**config.mk**
```make
export PLATFORM = sky130hd
export DESIGN_NAME = sgfd_scale
export DESIGN_NICKNAME = d
export VERILOG_FILES = /design/src/hdl/sgfd_pkg.sv /design/src/hdl/sgfd_scale.sv
export SDC_FILE = /design/constraint.sdc
export NUM_CORES = 2
export LEC_CHECK = 0
export BUFFER_PORTS_ARGS = -buffer_cell sky130_fd_sc_hd__clkbuf_2
export CORE_ASPECT_RATIO = 1.2
export CORE_MARGIN = 2
export CORE_UTILIZATION = 40
export DETAILED_ROUTE_END_ITERATION = 16
export PLACE_DENSITY = 0.57
export SYNTH_ARGS = -nofsm -noshare
export SYNTH_HDL_FRONTEND = slang
export SYNTH_SLANG_ARGS = --single-unit
```
**constraint.sdc**
```tcl
create_clock -name aclk -period 12.1 [get_ports aclk]
set_clock_uncertainty 0.05 [all_clocks]
set_input_delay 2.42 -clock aclk [delete_from_list [all_inputs] [get_ports aclk]]
set_output_delay 2.42 -clock aclk [all_outputs]
set_load 0.02 [all_outputs]
```
**src/hdl/sgfd_pkg.sv**
```systemverilog
// Shared types, widths and codes for the sphere grid finite-difference block.
package sgfd_pkg;

    localparam int DEF_MAX_ROWS = 64;
    localparam int DEF_MAX_COLS = 128;

    localparam int ROW_W      = 6;
    localparam int COL_W      = 7;
    localparam int SAMPLE_W   = 32;
    localparam int NR_W       = 7;
    localparam int NC_W       = 8;
    localparam int STEP_W     = 32;
    localparam int CFG_IDX_W  = 4;
    localparam int CFG_DATA_W = 32;

    localparam logic [NR_W-1:0]   ROWS_RESET = 7'd64;
    localparam logic [NC_W-1:0]   COLS_RESET = 8'd128;
    localparam logic [STEP_W-1:0] STEP_RESET = 32'd1335088;

    localparam logic [CFG_IDX_W-1:0] REG_ROWS_IN_USE  = 4'd0;
    localparam logic [CFG_IDX_W-1:0] REG_COLS_IN_USE  = 4'd1;
    localparam logic [CFG_IDX_W-1:0] REG_INV_ROW_STEP = 4'd2;
    localparam logic [CFG_IDX_W-1:0] REG_INV_COL_STEP = 4'd3;

    localparam logic ACT_WRITE = 1'b0;
    localparam logic ACT_QUERY = 1'b1;
    localparam logic DIR_LAT   = 1'b0;
    localparam logic DIR_LON   = 1'b1;

    typedef struct packed {
        logic                       action;
        logic [ROW_W-1:0]           row;
        logic [COL_W-1:0]           col;
        logic signed [SAMPLE_W-1:0] sample;
        logic                       direction;
    } sgfd_in_t;

    typedef struct packed {
        logic signed [SAMPLE_W-1:0] derivative;
        logic                       saturated;
        logic                       bad_index;
    } sgfd_out_t;

    typedef struct packed {
        logic query;
        logic bad;
        logic centred;
        logic col_dir;
    } sgfd_ctrl_t;

endpackage

```
**src/hdl/sgfd_scale.sv**
```systemverilog
// Difference, step multiply, rounding shift and saturation stages.
module sgfd_scale (
    input  logic                                 aclk,
    input  logic                                 aresetn,
    input  logic                                 in_valid,
    output logic                                 in_ready,
    input  sgfd_pkg::sgfd_ctrl_t                 in_ctrl,
    input  logic signed [sgfd_pkg::SAMPLE_W-1:0] in_rd_a,
    input  logic signed [sgfd_pkg::SAMPLE_W-1:0] in_rd_b,
    input  logic [sgfd_pkg::STEP_W-1:0]          inv_row_step,
    input  logic [sgfd_pkg::STEP_W-1:0]          inv_col_step,
    output logic                                 out_valid,
    input  logic                                 out_ready,
    output sgfd_pkg::sgfd_out_t                  out_item
);
    import sgfd_pkg::*;

    localparam int PROD_W = SAMPLE_W + STEP_W;
    localparam int R_W    = PROD_W - 15;

    logic v4_reg;
    logic v5_reg;
    logic v6_reg;
    logic v7_reg;
    logic rdy4;
    logic rdy5;
    logic rdy6;
    logic rdy7;

    logic [SAMPLE_W-1:0] mag4_reg;
    logic                neg4_reg;
    sgfd_ctrl_t          ctrl4_reg;
    logic [PROD_W-1:0]   prod5_reg;
    logic                neg5_reg;
    sgfd_ctrl_t          ctrl5_reg;
    logic [R_W-1:0]      r6_reg;
    logic                neg6_reg;
    logic                bad6_reg;
    sgfd_out_t           out_reg;

    logic signed [SAMPLE_W:0] diff;
    logic [SAMPLE_W:0]        abs_diff;
    logic [SAMPLE_W-1:0]      mag4_next;
    logic                     neg4_next;
    logic [STEP_W-1:0]        step;
    logic [PROD_W-1:0]        prod5_next;
    logic [PROD_W:0]          rsum;
    logic [R_W-1:0]           r6_next;
    sgfd_out_t                out_next;

    assign rdy7     = !v7_reg || out_ready;
    assign rdy6     = !v6_reg || rdy7;
    assign rdy5     = !v5_reg || rdy6;
    assign rdy4     = !v4_reg || rdy5;
    assign in_ready = rdy4;

    assign diff     = {in_rd_a[SAMPLE_W-1], in_rd_a} - {in_rd_b[SAMPLE_W-1], in_rd_b};
    assign abs_diff = diff[SAMPLE_W] ? -diff : diff;

    // A difference of two 32-bit samples has a magnitude below 2^32.
    always_comb begin
        if (in_ctrl.bad) begin
            mag4_next = '0;
            neg4_next = 1'b0;
        end else begin
            mag4_next = abs_diff[SAMPLE_W-1:0];
            neg4_next = diff[SAMPLE_W];
        end
    end

    assign step       = ctrl4_reg.col_dir ? inv_col_step : inv_row_step;
    assign prod5_next = PROD_W'(mag4_reg) * PROD_W'(step);

    always_comb begin
        if (ctrl5_reg.centred) begin
            rsum    = {1'b0, prod5_reg} + (PROD_W + 1)'(32'h0001_0000);
            r6_next = {1'b0, rsum[PROD_W:17]};
        end else begin
            rsum    = {1'b0, prod5_reg} + (PROD_W + 1)'(32'h0000_8000);
            r6_next = rsum[PROD_W:16];
        end
    end

    always_comb begin
        out_next.bad_index = bad6_reg;
        if (neg6_reg) begin
            if (r6_reg > R_W'(33'h0_8000_0000)) begin
                out_next.derivative = 32'sh8000_0000;
                out_next.saturated  = 1'b1;
            end else begin
                out_next.derivative = -$signed(r6_reg[SAMPLE_W-1:0]);
                out_next.saturated  = 1'b0;
            end
        end else begin
            if (r6_reg > R_W'(33'h0_7FFF_FFFF)) begin
                out_next.derivative = 32'sh7FFF_FFFF;
                out_next.saturated  = 1'b1;
            end else begin
                out_next.derivative = $signed(r6_reg[SAMPLE_W-1:0]);
                out_next.saturated  = 1'b0;
            end
        end
    end

    always_ff @(posedge aclk) begin
        if (!aresetn) begin
            v4_reg <= 1'b0;
            v5_reg <= 1'b0;
            v6_reg <= 1'b0;
            v7_reg <= 1'b0;
        end else begin
            if (rdy4) begin
                v4_reg <= in_valid;
            end
            if (rdy5) begin
                v5_reg <= v4_reg;
            end
            if (rdy6) begin
                v6_reg <= v5_reg;
            end
            if (rdy7) begin
                v7_reg <= v6_reg;
            end
        end
    end

    always_ff @(posedge aclk) begin
        if (rdy4 && in_valid) begin
            mag4_reg  <= mag4_next;
            neg4_reg  <= neg4_next;
            ctrl4_reg <= in_ctrl;
        end
        if (rdy5 && v4_reg) begin
            prod5_reg <= prod5_next;
            neg5_reg  <= neg4_reg;
            ctrl5_reg <= ctrl4_reg;
        end
        if (rdy6 && v5_reg) begin
            r6_reg   <= r6_next;
            neg6_reg <= neg5_reg;
            bad6_reg <= ctrl5_reg.bad;
        end
        if (rdy7 && v6_reg) begin
            out_reg <= out_next;
        end
    end

    assign out_valid = v7_reg;
    assign out_item  = out_reg;

endmodule

```
* Word-level counts from Yosys, hierarchy flattened
Cells that the tools add are included.
** Word-level totals
- Word-level logic and storage cells :: 46
- Register bits :: 192
- Input bits :: 136
** Operators by class
- Mux-type cells :: 6
- Order comparisons :: 2
- Reduce and logical (&&, ||, !) cells :: 12
- Multiply operators :: 1
- Add/sub/neg operators :: 5
** Operators by type and width (count)
- two-way mux 33 bit :: 3
- adder 64 x 16 -> 65 bit (second input constant) :: 1
- adder 64 x 17 -> 65 bit (second input constant) :: 1
- multiplier 32 x 32 -> 64 bit :: 1
- two-way mux 32 bit :: 2
- negator 32 bit :: 2
- greater-than comparator 49 x 31 -> 1 bit (second input constant) :: 1
- greater-than comparator 49 x 32 -> 1 bit (second input constant) :: 1
- two-way mux 48 bit :: 1
- subtractor 32 x 32 -> 33 bit :: 1
- logical AND 1 bit :: 4
- logical NOT 1 bit :: 4
- logical OR 1 bit :: 4

* Longest topological paths before layout
- Word-level depth :: 6
- Gate-level depth with buffers :: 33

* Worst setup path before layout
OpenSTA, ideal clock, no wires.
- Path type :: input to register
- From :: in inv_col_step[5] in the netlist's numbering
- To :: reg prod5_reg[62], data pin
- Data required time :: 11.792 ns
- Stages on the path :: 27
- Setup slack :: 2.188 ns
- Arrival time :: 9.604 ns
- Cells stage by stage :: mux2i_1 -> clkbuf_1 -> nor2b_1 -> fa_1 -> fa_1 -> fa_1 -> inv_1 -> fa_1 -> inv_1 -> fa_1 -> fa_1 -> fa_1 -> inv_1 -> fa_1 -> inv_1 -> ha_1 -> clkbuf_1 -> a211oi_1 -> nor2_1 -> a2111oi_0 -> o21ai_0 -> o21ai_0 -> o21ai_0 -> a21oi_1 -> a21oi_1 -> a311o_1 -> xor2_1
** On the way
- Cells in the longest elaborated chain, start to end :: 2
** RTL lines
- from (decl) :: line sgfd_scale.sv:11 : input logic [sgfd_pkg::STEP_W-1:0] inv_col_step,
- two-way mux 32 bit :: line sgfd_scale.sv:71 : assign step = ctrl4_reg.col_dir ? inv_col_step : inv_row_step;
- multiplier 32 x 32 -> 64 bit :: line sgfd_scale.sv:72 : assign prod5_next = PROD_W'(mag4_reg) * PROD_W'(step);
- net prod5_next[62] :: line sgfd_scale.sv:46 : logic [PROD_W-1:0] prod5_next;
- to (signal assigned) :: line sgfd_scale.sv:134 : prod5_reg <= prod5_next;
- to (decl) :: line sgfd_scale.sv:33 : logic [PROD_W-1:0] prod5_reg;
The timed path passes the listed nets, and every way through them passes these cells.
A chain may end at the register's enable or synchronous reset.

* Worst setup path after layout
- From :: in inv_row_step[6] in the netlist's numbering
- To :: reg prod5_reg[62], data pin
** On the way
- Cells in the longest elaborated chain, start to end :: 2
** RTL lines
- from (decl) :: line sgfd_scale.sv:10 : input logic [sgfd_pkg::STEP_W-1:0] inv_row_step,
- two-way mux 32 bit :: line sgfd_scale.sv:71
- multiplier 32 x 32 -> 64 bit :: line sgfd_scale.sv:72
- net prod5_next[62] :: line sgfd_scale.sv:46
The timed path passes the listed nets, and every way through them passes these cells.

==> impl_metrics.toml <==
[clocking]
post_cts_buffers = 0
cts_made_buffers = 17
cts_resized = 0
clk_latency_ps = 500
cts_max_level = 4
cts_tree = "yes"
clk_pin_slew_ps = 70
root_buffer = "clkbuf_16"
cts_buffer_depth = 2
clock_sinks = 177
hold_buffers = 0

[timing]
final_hold_viol_count = 0
fin_crit_sh_pct = 87.7
max_freq_mhz = 94.2
tightest_slew_ps = 925
fin_crit_ps = 10610
rsz0062_at_grt = "no"
drv_slew = 0
setup_viol = 0
slew_headroom_pct = 38.1
finalSetupTns_ps = 0

[floorplan]
num_rows = 135
die_h_um = 373
design.portCount = 172
die_area_mm2 = 0.116
core-area_mm2 = 0.113
initial_utilization_pct = 40.3
die_width_um = 311

[setup_path]
cpPeakStageDelay_ps = 700
crit_path_end = "prod5_reg[62]"
r2r_cells = 26
cp_top_family = "adder cells"
worst_ep_required_time_ps = 12300
critPathBufInv = 7
critPathMostFrequentCell = "fa_1"
crit_slowest_cell = "a2111oi_0"
startpoint = "inv_row_step[6]"
arrival_ps = 10820
r2r_slack_ps = 2360
reg2reg_to = "prod5_reg[62]"
r2r-start = "ctrl4_reg[0]"
worstSetupPathType = "input port to flip-flop"
startpoint_type = "input port"
cp.depth = 28
cp-end-kind = "flip-flop"
crit_fanout = 13

[route]
vias = 33700
drt_iter0_drc = 2149
first_pass_iters = 6
ant_nets = 0
wire_per_inst_um = 19.0
viasPerCell = 5.20
route.detailed.drc = 0
wl_um = 123000

[layout]
final_cell_mix = "964 x inv_1, 896 x fa_1, 584 x nand2_1"
nets = 6292
syn2layout_area_growth_pct = 6.21
final_common_cell = "inv_1"
drive_gt1_share_pct = 6.93

[logic_synthesis]
syn-num-nets = 6323
synth_area_mm2 = 0.0454
yosys.area.top_type = "fa_1"
synth_edf_count = 173
avgSynthCellArea_um2 = 9.09
synthTopCellsByArea = "fa_1 40%, edfxtp_1 11%, ha_1 8.2%"
ys_warn_count = 0
syn-instance-count = 4994
synth.ff_latch_count = 177
ys_types = 87
async_reset_ff_share_pct = 0
yosysSeqAreaShare_pct = 11.6
yosys.area.top_type_share_pct = 39.5
synth_ff_type = "edfxtp_1"

[grt]
grt_use_total_pct = 21.9
antenna_found_initial = 1
overflow = 0
grt_start_max_net_pins = 87
grt_pass1_wl_um = 200000
first_global_vias = 36000

[status]
status = "complete, no violations"

[worst_hold_path]
holdPathStages = 0
worstHoldStart = "ctrl5_reg[2]"
hold_class = "flip-flop to flip-flop"

[flow_run]
drv_cap = 0

[placed_design]
hpwlAfterDp_um = 95700
gp_routability_congestion = 0.892
portBuffers = 170
routing by layer:
layer	part of all wire, %	track usage [%]	wire length (µm)	vias up
met5	0	0	0	-
met4	2.9	6.46	3620	0
met2	49	37.6	60600	958
li1	-	-	-	15400
met1	43	28.8	52300	17200
met3	5.3	2.71	6520	199
worst reg2reg max path, delay by kind of cell (launching register included):
kind                       cells  cell delay, ps
adders and majority gates      9            4470
and+or+nand+nor                1             180
xor gates and xnor gates       1             140
DFF                            1             400
AOI/OAI and AO/OA              9            2510
muxes                          1             680
buffers and inverters          5            1080
area by class of cell:
type | count | area (µm²)
Inverter | 964 | 3620
Clock inverter | 15 | 160
Fill cell | 11200 | 64500
Sequential cell | 177 | 5280
Timing Repair Buffer | 240 | 1380
Antenna cell | 1 | 2.50
Multi-Input combinational cell | 3563 | 35500
Clock buffer | 17 | 425
Tap cell | 1507 | 1890
Yosys cell counts (19+ instances only):
| master | instances |
|---|---|
| a21o_1 | 48 |
| a21oi_1 | 141 |
| a31oi_1 | 34 |
| and2_1 | 542 |
| and3_1 | 30 |
| clkbuf_1 | 276 |
| edfxtp_1 | 173 |
| fa_1 | 896 |
| ha_1 | 297 |
| inv_1 | 964 |
| mux2_2 | 36 |
| nand2_1 | 584 |
| nand2b_1 | 22 |
| nand3_1 | 66 |
| nand4_1 | 56 |
| nor2_1 | 149 |
| nor2b_1 | 76 |
| nor3_1 | 46 |
| nor4_1 | 19 |
| o21ai_0 | 107 |
| o311ai_1 | 19 |
| or3_1 | 19 |
| xnor2_1 | 104 |
| xor2_1 | 66 |
stage by stage:
step / std cells / util (%) / worst slack, ps / cell area, µm² / hold slack, ps
6_report: 6484 / 42.8 / 1490 / 48200 / 375
3_3_place_gp: 6451 / 42.3 / 910 / 47600 / 356
2_1_floorplan: 4994 / - / 2190 / 45400 / 350
3_5_place_dp: 6451 / 42.3 / 910 / 47600 / 361
5_1_grt: 6483 / 42.8 / 1160 / 48200 / 390
4_1_cts: 6483 / 42.8 / 1450 / 48200 / 378
cell families after synthesis:
logic type	synth area share, %
AND/OR/NAND/NOR	18.9
XOR/XNOR	3.28
buffers and inverters	10.4
flip-flops	11.6
adder cells (fa/ha/maj)	47.7
multiplexers	1.00
AO/OA/AOI/OAI	7.06
worst min-delay path by stage:
stage	to	slack (ps)
final	bad6_reg	370
after global routing	bad6_reg	390
after CTS	bad6_reg	380
after detailed placement	bad6_reg	360
after global placement	neg6_reg	360
after floorplan	bad6_reg	350
Power is left out: the tool's default activity adds up to more than one toggle a clock period on the data nets, which glitch-free logic cannot reach.
