## src/hdl/sgfd_pkg.sv

```systemverilog
// Shared types, widths and codes for the sphere grid finite-difference block.
package sgfd_pkg;

    localparam int DEF_MAX_ROWS = 64;
    localparam int DEF_MAX_COLS = 128;

    localparam int ROW_W      = 6;
    localparam int COL_W      = 7;
    localparam int SAMPLE_W   = 32;
    localparam int NR_W       = 7;
    localparam int NC_W       = 8;
    localparam int STEP_W     = 32;
    localparam int CFG_IDX_W  = 4;
    localparam int CFG_DATA_W = 32;

    localparam logic [NR_W-1:0]   ROWS_RESET = 7'd64;
    localparam logic [NC_W-1:0]   COLS_RESET = 8'd128;
    localparam logic [STEP_W-1:0] STEP_RESET = 32'd1335088;

    localparam logic [CFG_IDX_W-1:0] REG_ROWS_IN_USE  = 4'd0;
    localparam logic [CFG_IDX_W-1:0] REG_COLS_IN_USE  = 4'd1;
    localparam logic [CFG_IDX_W-1:0] REG_INV_ROW_STEP = 4'd2;
    localparam logic [CFG_IDX_W-1:0] REG_INV_COL_STEP = 4'd3;

    localparam logic ACT_WRITE = 1'b0;
    localparam logic ACT_QUERY = 1'b1;
    localparam logic DIR_LAT   = 1'b0;
    localparam logic DIR_LON   = 1'b1;

    typedef struct packed {
        logic                       action;
        logic [ROW_W-1:0]           row;
        logic [COL_W-1:0]           col;
        logic signed [SAMPLE_W-1:0] sample;
        logic                       direction;
    } sgfd_in_t;

    typedef struct packed {
        logic signed [SAMPLE_W-1:0] derivative;
        logic                       saturated;
        logic                       bad_index;
    } sgfd_out_t;

    typedef struct packed {
        logic query;
        logic bad;
        logic centred;
        logic col_dir;
    } sgfd_ctrl_t;

endpackage

```

## src/hdl/sgfd_addr.sv

```systemverilog
// Input stage and stencil address generation for the finite-difference pipeline.
module sgfd_addr #(
    parameter int MAX_ROWS = sgfd_pkg::DEF_MAX_ROWS,
    parameter int MAX_COLS = sgfd_pkg::DEF_MAX_COLS,
    localparam int ADDR_W  = $clog2(MAX_ROWS * MAX_COLS)
) (
    input  logic                              aclk,
    input  logic                              aresetn,
    input  logic                              in_valid,
    output logic                              in_ready,
    input  sgfd_pkg::sgfd_in_t                in_item,
    input  logic [sgfd_pkg::NR_W-1:0]         rows_in_use,
    input  logic [sgfd_pkg::NC_W-1:0]         cols_in_use,
    output logic                              out_valid,
    input  logic                              out_ready,
    output sgfd_pkg::sgfd_ctrl_t              out_ctrl,
    output logic [ADDR_W-1:0]                 out_addr_a,
    output logic [ADDR_W-1:0]                 out_addr_b,
    output logic signed [sgfd_pkg::SAMPLE_W-1:0] out_sample
);
    import sgfd_pkg::*;

    localparam int CALC_W = ADDR_W + NC_W;

    logic                       v1_reg;
    sgfd_in_t                   item_reg;
    logic                       v2_reg;
    sgfd_ctrl_t                 ctrl_reg;
    logic [ADDR_W-1:0]          addr_a_reg;
    logic [ADDR_W-1:0]          addr_b_reg;
    logic signed [SAMPLE_W-1:0] sample_reg;

    logic              rdy1;
    logic              rdy2;
    logic [NR_W-1:0]   nr;
    logic [NC_W-1:0]   nc;
    logic [NR_W-1:0]   row_x;
    logic [NC_W-1:0]   col_x;
    logic              bad;
    logic              is_query;
    logic              centred;
    logic [NR_W-1:0]   ra;
    logic [NR_W-1:0]   rb;
    logic [NC_W-1:0]   ca;
    logic [NC_W-1:0]   cb;
    logic [ADDR_W-1:0] addr_a_next;
    logic [ADDR_W-1:0] addr_b_next;
    sgfd_ctrl_t        ctrl_next;

    assign rdy2     = !v2_reg || out_ready;
    assign rdy1     = !v1_reg || rdy2;
    assign in_ready = rdy1;

    always_comb begin
        if (rows_in_use < NR_W'(3)) begin
            nr = NR_W'(3);
        end else if (32'(rows_in_use) > 32'(MAX_ROWS)) begin
            nr = NR_W'(MAX_ROWS);
        end else begin
            nr = rows_in_use;
        end
        if (cols_in_use < NC_W'(3)) begin
            nc = NC_W'(3);
        end else if (32'(cols_in_use) > 32'(MAX_COLS)) begin
            nc = NC_W'(MAX_COLS);
        end else begin
            nc = cols_in_use;
        end
    end

    assign row_x    = {1'b0, item_reg.row};
    assign col_x    = {1'b0, item_reg.col};
    assign bad      = (row_x >= nr) || (col_x >= nc);
    assign is_query = (item_reg.action == ACT_QUERY);

    always_comb begin
        ra      = row_x;
        rb      = row_x;
        ca      = col_x;
        cb      = col_x;
        centred = 1'b1;
        if (is_query) begin
            if (item_reg.direction == DIR_LAT) begin
                if (row_x == '0) begin
                    ra      = NR_W'(1);
                    rb      = '0;
                    centred = 1'b0;
                end else if (row_x == nr - NR_W'(1)) begin
                    rb      = row_x - NR_W'(1);
                    centred = 1'b0;
                end else begin
                    ra = row_x + NR_W'(1);
                    rb = row_x - NR_W'(1);
                end
            end else begin
                ca = (col_x + NC_W'(1) == nc) ? '0 : col_x + NC_W'(1);
                cb = (col_x == '0) ? nc - NC_W'(1) : col_x - NC_W'(1);
            end
        end
    end

    assign addr_a_next = ADDR_W'(CALC_W'(ra) * CALC_W'(MAX_COLS) + CALC_W'(ca));
    assign addr_b_next = ADDR_W'(CALC_W'(rb) * CALC_W'(MAX_COLS) + CALC_W'(cb));

    always_comb begin
        ctrl_next.query   = is_query;
        ctrl_next.bad     = bad;
        ctrl_next.centred = centred;
        ctrl_next.col_dir = (item_reg.direction == DIR_LON);
    end

    always_ff @(posedge aclk) begin
        if (!aresetn) begin
            v1_reg <= 1'b0;
            v2_reg <= 1'b0;
        end else begin
            if (rdy1) begin
                v1_reg <= in_valid;
            end
            if (rdy2) begin
                v2_reg <= v1_reg;
            end
        end
    end

    always_ff @(posedge aclk) begin
        if (rdy1 && in_valid) begin
            item_reg <= in_item;
        end
        if (rdy2 && v1_reg) begin
            ctrl_reg   <= ctrl_next;
            addr_a_reg <= addr_a_next;
            addr_b_reg <= addr_b_next;
            sample_reg <= item_reg.sample;
        end
    end

    assign out_valid  = v2_reg;
    assign out_ctrl   = ctrl_reg;
    assign out_addr_a = addr_a_reg;
    assign out_addr_b = addr_b_reg;
    assign out_sample = sample_reg;

endmodule

```

## config.mk

```make
export PLATFORM = sky130hd
export DESIGN_NAME = sgfd_addr
export DESIGN_NICKNAME = d
export VERILOG_FILES = /design/src/hdl/sgfd_pkg.sv /design/src/hdl/sgfd_addr.sv
export SDC_FILE = /design/constraint.sdc
export NUM_CORES = 1
export LEC_CHECK = 0
export ABC_AREA = 1
export BUFFER_PORTS_ARGS = -buffer_cell sky130_fd_sc_hd__buf_2
export CAP_MARGIN = 5
export CORE_ASPECT_RATIO = 1.25
export CORE_MARGIN = 2
export CORE_UTILIZATION = 57
export DETAILED_ROUTE_END_ITERATION = 12
export PLACE_DENSITY = 0.92
export SYNTH_ARGS = -nofsm -noshare
export SYNTH_HDL_FRONTEND = slang
export SYNTH_SLANG_ARGS = --single-unit
```

## constraint.sdc

```tcl
create_clock -name aclk -period 7.2 [get_ports aclk]
set_input_delay 1.08 -clock aclk [delete_from_list [all_inputs] [get_ports aclk]]
set_output_delay 1.08 -clock aclk [all_outputs]
set_load 0.03 [all_outputs]
```

* After elaboration in Yosys (flattened, before gate mapping)
Index checks and enable logic that the tools add are counted.
** Storage, ports and cells
- Input bits :: 66
- Logic and storage cells :: 60
- Bits in registers :: 111
- Output and inout bits :: 64
** Cells by class
- Order comparisons :: 6
- Reduce and logical (&&, ||, !) cells :: 10
- Multiplexer cells :: 19
- Bitwise operators :: 1
- Equal/unequal tests :: 2
- Add/sub/neg operators :: 8
** Operators with widths (count)
- two-way mux 8 bit :: 8
- two-way mux 6 bit :: 7
- adder 13 x 8 -> 13 bit :: 2
- two-way mux 7 bit :: 2
- adder 7 x 1 -> 8 bit (second input constant) :: 1
- == test 8 bit :: 1
- greater-or-equal comparator 7 x 8 -> 1 bit :: 1
- greater-than comparator 8 bit (second input constant) :: 1
- logical NOT 8 bit :: 1
- < comparator 8 x 2 -> 1 bit (second input constant) :: 1
- subtractor 7 x 1 -> 8 bit (second input constant) :: 1
- subtractor 8 x 1 -> 8 bit (second input constant) :: 1
- == test 6 x 7 -> 1 bit :: 1
- greater-or-equal comparator 6 x 7 -> 1 bit :: 1
- greater-than comparator 7 bit (second input constant) :: 1
- logical NOT 7 bit :: 1
- < comparator 7 x 2 -> 1 bit (second input constant) :: 1
- subtractor 7 x 1 -> 7 bit (second input constant) :: 1
- adder 6 x 1 -> 6 bit (second input constant) :: 1
- subtractor 6 x 1 -> 6 bit (second input constant) :: 1
- logical OR 1 bit :: 3
- logical AND 1 bit :: 2
- logical NOT 1 bit :: 2
- two-way mux 1 bit :: 2
- other kinds (2) :: 2

* Depth between registers and ports, before layout
- Depth in word-level cells :: 10
- Mapped depth :: 21
- Mapped depth without buffers :: 21

* Worst setup path after synthesis
No wires, ideal clock.
- Path type :: input port to flip-flop
- From :: in out_ready
- To :: reg addr_a_reg[0] (netlist: out_addr_a[0]), enable pin
- Buffers on the path :: 0
- Required time :: 6.698 ns
- Arrival :: 4.137 ns
- Path slack :: 2.561 ns
- Stages :: 2
- Library setup time :: 0.502 ns
- Path through :: inv_1 -> a21oi_1
** On the way
- Cells in the longest elaborated chain, start to end :: 2
** RTL lines
- start, declared :: line sgfd_addr.sv:15 : input logic out_ready,
- logical OR 1 bit :: line sgfd_addr.sv:50 : assign rdy2 = !v2_reg || out_ready;
- logical AND 1 bit :: line sgfd_addr.sv:130 : if (rdy2 && v1_reg) begin
- end signal, assigned :: line sgfd_addr.sv:132 : addr_a_reg <= addr_a_next;
- end, declared :: line sgfd_addr.sv:29 : logic [ADDR_W-1:0] addr_a_reg;
Every way passes these cells.
A chain may end at the register's enable or synchronous reset.

* Worst setup path after layout
- From :: in rows_in_use[5] (netlist name)
- To :: reg addr_a_reg[11] (netlist: out_addr_a[11]) (data pin)
** On the way
- Cells in the longest elaborated chain, start to end :: 10
- Elaborated cells between the ends (all ways) :: 11
- Classes of those cells :: add/sub: 2; order compare: 2; eq/ne: 1; mux: 6
** RTL lines
- start, declared :: line sgfd_addr.sv:12 : input logic [sgfd_pkg::NR_W-1:0] rows_in_use,
- greater-than comparator 7 bit :: line sgfd_addr.sv:57 : end else if (32'(rows_in_use) > 32'(MAX_ROWS)) begin
- two-way mux 7 bit :: line sgfd_addr.sv:57
- two-way mux 7 bit (*) :: line sgfd_addr.sv:55 : if (rows_in_use < NR_W'(3)) begin
- subtractor 7 x 1 -> 7 bit (*) :: line sgfd_addr.sv:88 : end else if (row_x == nr - NR_W'(1)) begin
- == test 6 x 7 -> 1 bit (*) :: line sgfd_addr.sv:88
- two-way mux 6 bit (*) :: line sgfd_addr.sv:88
- two-way mux 6 bit (*) :: line sgfd_addr.sv:84 : if (row_x == '0) begin
- two-way mux 6 bit (*) :: line sgfd_addr.sv:83 : if (item_reg.direction == DIR_LAT) begin
- two-way mux 6 bit (*) :: line sgfd_addr.sv:82 : if (is_query) begin
- adder 13 x 8 -> 13 bit (*) :: line sgfd_addr.sv:102 : assign addr_a_next = ADDR_W'(CALC_W'(ra) * CALC_W'(MAX_COLS) + CALC_W'(ca));
- net addr_a_next[11] :: line sgfd_addr.sv:46 : logic [ADDR_W-1:0] addr_a_next;
Mark *: on every way through the listed nets, which the timed path passes. The rest lies on a longest branch.

==> key figures <==
Cells and area
  • Final #Nets: 661
  • ANT cells: 0
  • Layout cells sized above 1: 0.309
  • Area grow syn2layout: 20.8%
  • Design Area, Final: 6290 um^2
  • Final Non-Filler Cells: 699
  • Largest register FFs: 38
  • Post-layout util: 0.697

Clock tree
  • CTS resizes: 0
  • Number of H-tree levels: 3
  • Root Buffer: clkbuf_16
  • Hold buffers post-CTS: 0
  • Clk sinks: 111
  • Num CTS Buffers: 9
  • CTS Buffer Depth: 2
  • TritonCTS clock tree: done
  • Clk Latency, worst-skew pair: 350 ps
  • Post-CTS setup buffers: 0
  • Clock-pin slew on the worst setup and hold paths: 70 ps

Worst setup path
  • R2R cell count: 18
  • Cell Chain, Critical Path: buf_2 -> nor3_1 -> a32oi_1 -> ha_1 -> nand2_1 -> inv_1 -> nor2_1 -> o21ai_0 -> nor2_2 -> nand3_1 -> nor2_1 -> o21ai_0 -> nand3_1 -> ha_1 -> ha_1 -> inv_1 -> nor2_1 -> nand2_2 -> xnor2_2
  • Worst-path fanout max: 3
  • Arrival time worst endpoint: 3650 ps
  • R2r setup slk: roughly 4000 ps
  • Slowest cell on crit path: ha_1
  • CP Class: in2reg
  • Worst Setup EP: out_addr_a[11]
  • WP data required: 7310 ps
  • Nature of the critical path startpoint: primary input
  • Crit end category: register
  • Reg2reg start: col_x[0]
  • Worst R2R End: out_addr_b[11]
  • Critical Path Source: rows_in_use[5]
  • CP max stage delay: 320 ps

Global routing
  • Initial antenna violation count: 0
  • Gr ovfl total: 0
  • Vias in the first global route: 3,651
  • Largest net degree at the start of global routing: 63
  • First-pass GRT wire length: 16,600 um
  • GR Util All Layers: 0.221

Placement
  • Final RePlAce weighted congestion: approximately 0.96
  • Pre-CTS setup slack: 3280 ps
  • Placed cells: 683
  • Port-buffer cells: 129
  • Area after DPL: 6000 um^2
  • DP HPWL: 8000 um

Pwr
  • Power Density: 228 nW/um^2
  • VDD IR-drop max: 0.000164 V
  • Leak: 0.00272 uW
  • Sequential power share: 0.537
  • Sw frac: 0.262
  • P_int: 1060 uW
  • Clock power frac: 0.331
  • Net switching power: 375 uW
  • Part of the power in combinational logic: 0.132

Timing
  • RSZ-0062 raised after global routing: no
  • Final Max Slew Viols: 0
  • Peak Freq: approximately 280 MHz
  • Worst-Margin Slew: 998 ps
  • Final setup viols: 0
  • Slew margin rel.: 0.334
  • Fin crit period: roughly 3500 ps
  • Tcrit/Tclk final: 0.493
  • Setup WS post-layout: 3650 ps
  • Total negative slack: 0 ps
  • Final Skew: about 7.0 ps
  • Final hold violation count: 0

Synthesis
  • Synth Register Bits: 111
  • Area leader, netlist: edfxtp_1
  • Sequential area share after synthesis: 0.637
  • Syn Std Cell Area: 5200 um^2
  • Syn_nets: 524
  • Yosys cell types: 42
  • Top cell type's share of synthesized area: 0.629
  • Gate Count Post-Synth: 434
  • Synth top area cells: edfxtp_1 (63%), ha_1 (5.8%), nand2_1 (4.8%), inv_1 (3.5%), xor2_1 (2.7%)
  • Yosys warning count: 0
  • Syn_area_per_cell: 12.0 um^2

Floorplanning
  • Die H: between 100 and 150 um
  • Rows: 39
  • Core area: around 9000 um^2
  • Die Area: 9920 um^2
  • Initial core utilization: 0.577
  • IO Pins: 130
  • Die width: approximately 89 um

Detailed routing
  • Via density: 5.26
  • Pre-antenna DRT Iters: 5
  • Total wire length: 10,500 um
  • DR iter-0 viols: ~180
  • Final ANT Viol Nets: 0
  • Vias: 3,679
  • Remaining DRCs: 0
  • WL/cell: roughly 15 um

Outcome
  • Status: finished clean

Min path
  • Hold Crit Class: reg2reg

Run
  • Max-Cap Viols: 0
==> power by group through the flow <==
stage | logic (uW) | registers, uW | clock network [uW]
after floorplan | 91.9 | 817 | 0
after global placement | 181 | 781 | 0
after CTS | 189 | 769 | 482
final | 189 | 769 | 474
after global routing | 208 | 772 | 505
after detailed placement | 188 | 783 | 0
==> placed cells by master (no fill, tap or decap), drive strengths merged <==
master	n
clkbuf	9
o21bai	1
o22ai	1
nor4	2
edfxtp	109
a32oi	1
o211ai	1
dfxtp	2
a31oi	4
clkinvlp	1
nor3	5
inv	55
xnor2	6
nand3	28
nand3b	1
and3	1
xor2	18
nand2	79
nand4	7
a21boi	3
a211oi	1
o21ai	28
ha	24
clkinv	5
o21a	8
and2	3
nor2	32
a21oi	11
buf	130
==> worst min-delay path by stage <==
stage / from / end / slack, ps / depth (start not counted)
2_1_floorplan: item_reg[1] / out_sample[0] / 400 / 0
3_3_place_gp: item_reg[25] / out_sample[24] / 400 / 0
3_5_place_dp: item_reg[13] / out_sample[12] / 400 / 0
4_1_cts: item_reg[27] / out_sample[26] / 420 / 0
5_1_grt: item_reg[28] / out_sample[27] / 430 / 0
6_report: item_reg[27] / out_sample[26] / 420 / 0
==> routing by layer <==
metal  global-route usage  part of all wire  vias up
met5                    0                 0        -
met4                0.109             0.033        0
met3               0.0328             0.049       38
met2                0.407              0.56      157
met1                0.234              0.36     1703
li1                     -                 -     1781
==> critical path: cells and delay by family <==
family / cells / cell delay, ps
AO/OA/AOI/OAI: 3 / 410
AND/OR/NAND/NOR: 9 / 1170
adder cells (fa/ha/maj): 3 / 630
buffers and inverters: 3 / 230
XOR/XNOR: 1 / 120
==> cell families (layout without fill, tap and decap cells) <==
logic type / count (synthesis) / after routing / synth area share
adder cells (fa/ha/maj): 24 / 24 / 0.0577
flip-flops: 111 / 111 / 0.637
buffers and inverters: 58 / 200 / 0.0438
XOR/XNOR: 24 / 24 / 0.0447
AND/OR/NAND/NOR: 158 / 158 / 0.148
AO/OA/AOI/OAI: 59 / 59 / 0.0690
==> metrics by stage <==
| stage | hold WS (ps) | power, uW |
|---|---|---|
| 2_1_floorplan | 400 | 909 |
| 3_3_place_gp | 400 | 962 |
| 3_5_place_dp | 405 | 971 |
| 4_1_cts | 421 | 1440 |
| 5_1_grt | 427 | 1490 |
| 6_report | 420 | 1430 |
==> area by class of cell <==
cell class,instances,area [um^2]
inverter,54,203
timing repair buffer,130,653
sequential,111,3310
tap,123,154
multi-input combinational,265,1680
fill,638,2740
clock buffer,9,225
clock inverter,7,65.1
==> cell usage after synthesis (all sizes together) <==
library cell,number
edfxtp,109
nand2,79
inv,52
nor2,32
nand3,28
o21ai,28
ha,24
xor2,18
a21oi,11
o21a,8
nand4,7
xnor2,6
nor3,5
a31oi,4
a21boi,3
and2,3
buf,3
clkinv,2
dfxtp,2
nor4,2
a211oi,1
a32oi,1
and3,1
clkbuf,1
nand3b,1
o211ai,1
o21bai,1
o22ai,1
Note: power is estimated with default switching activity, not from simulation.
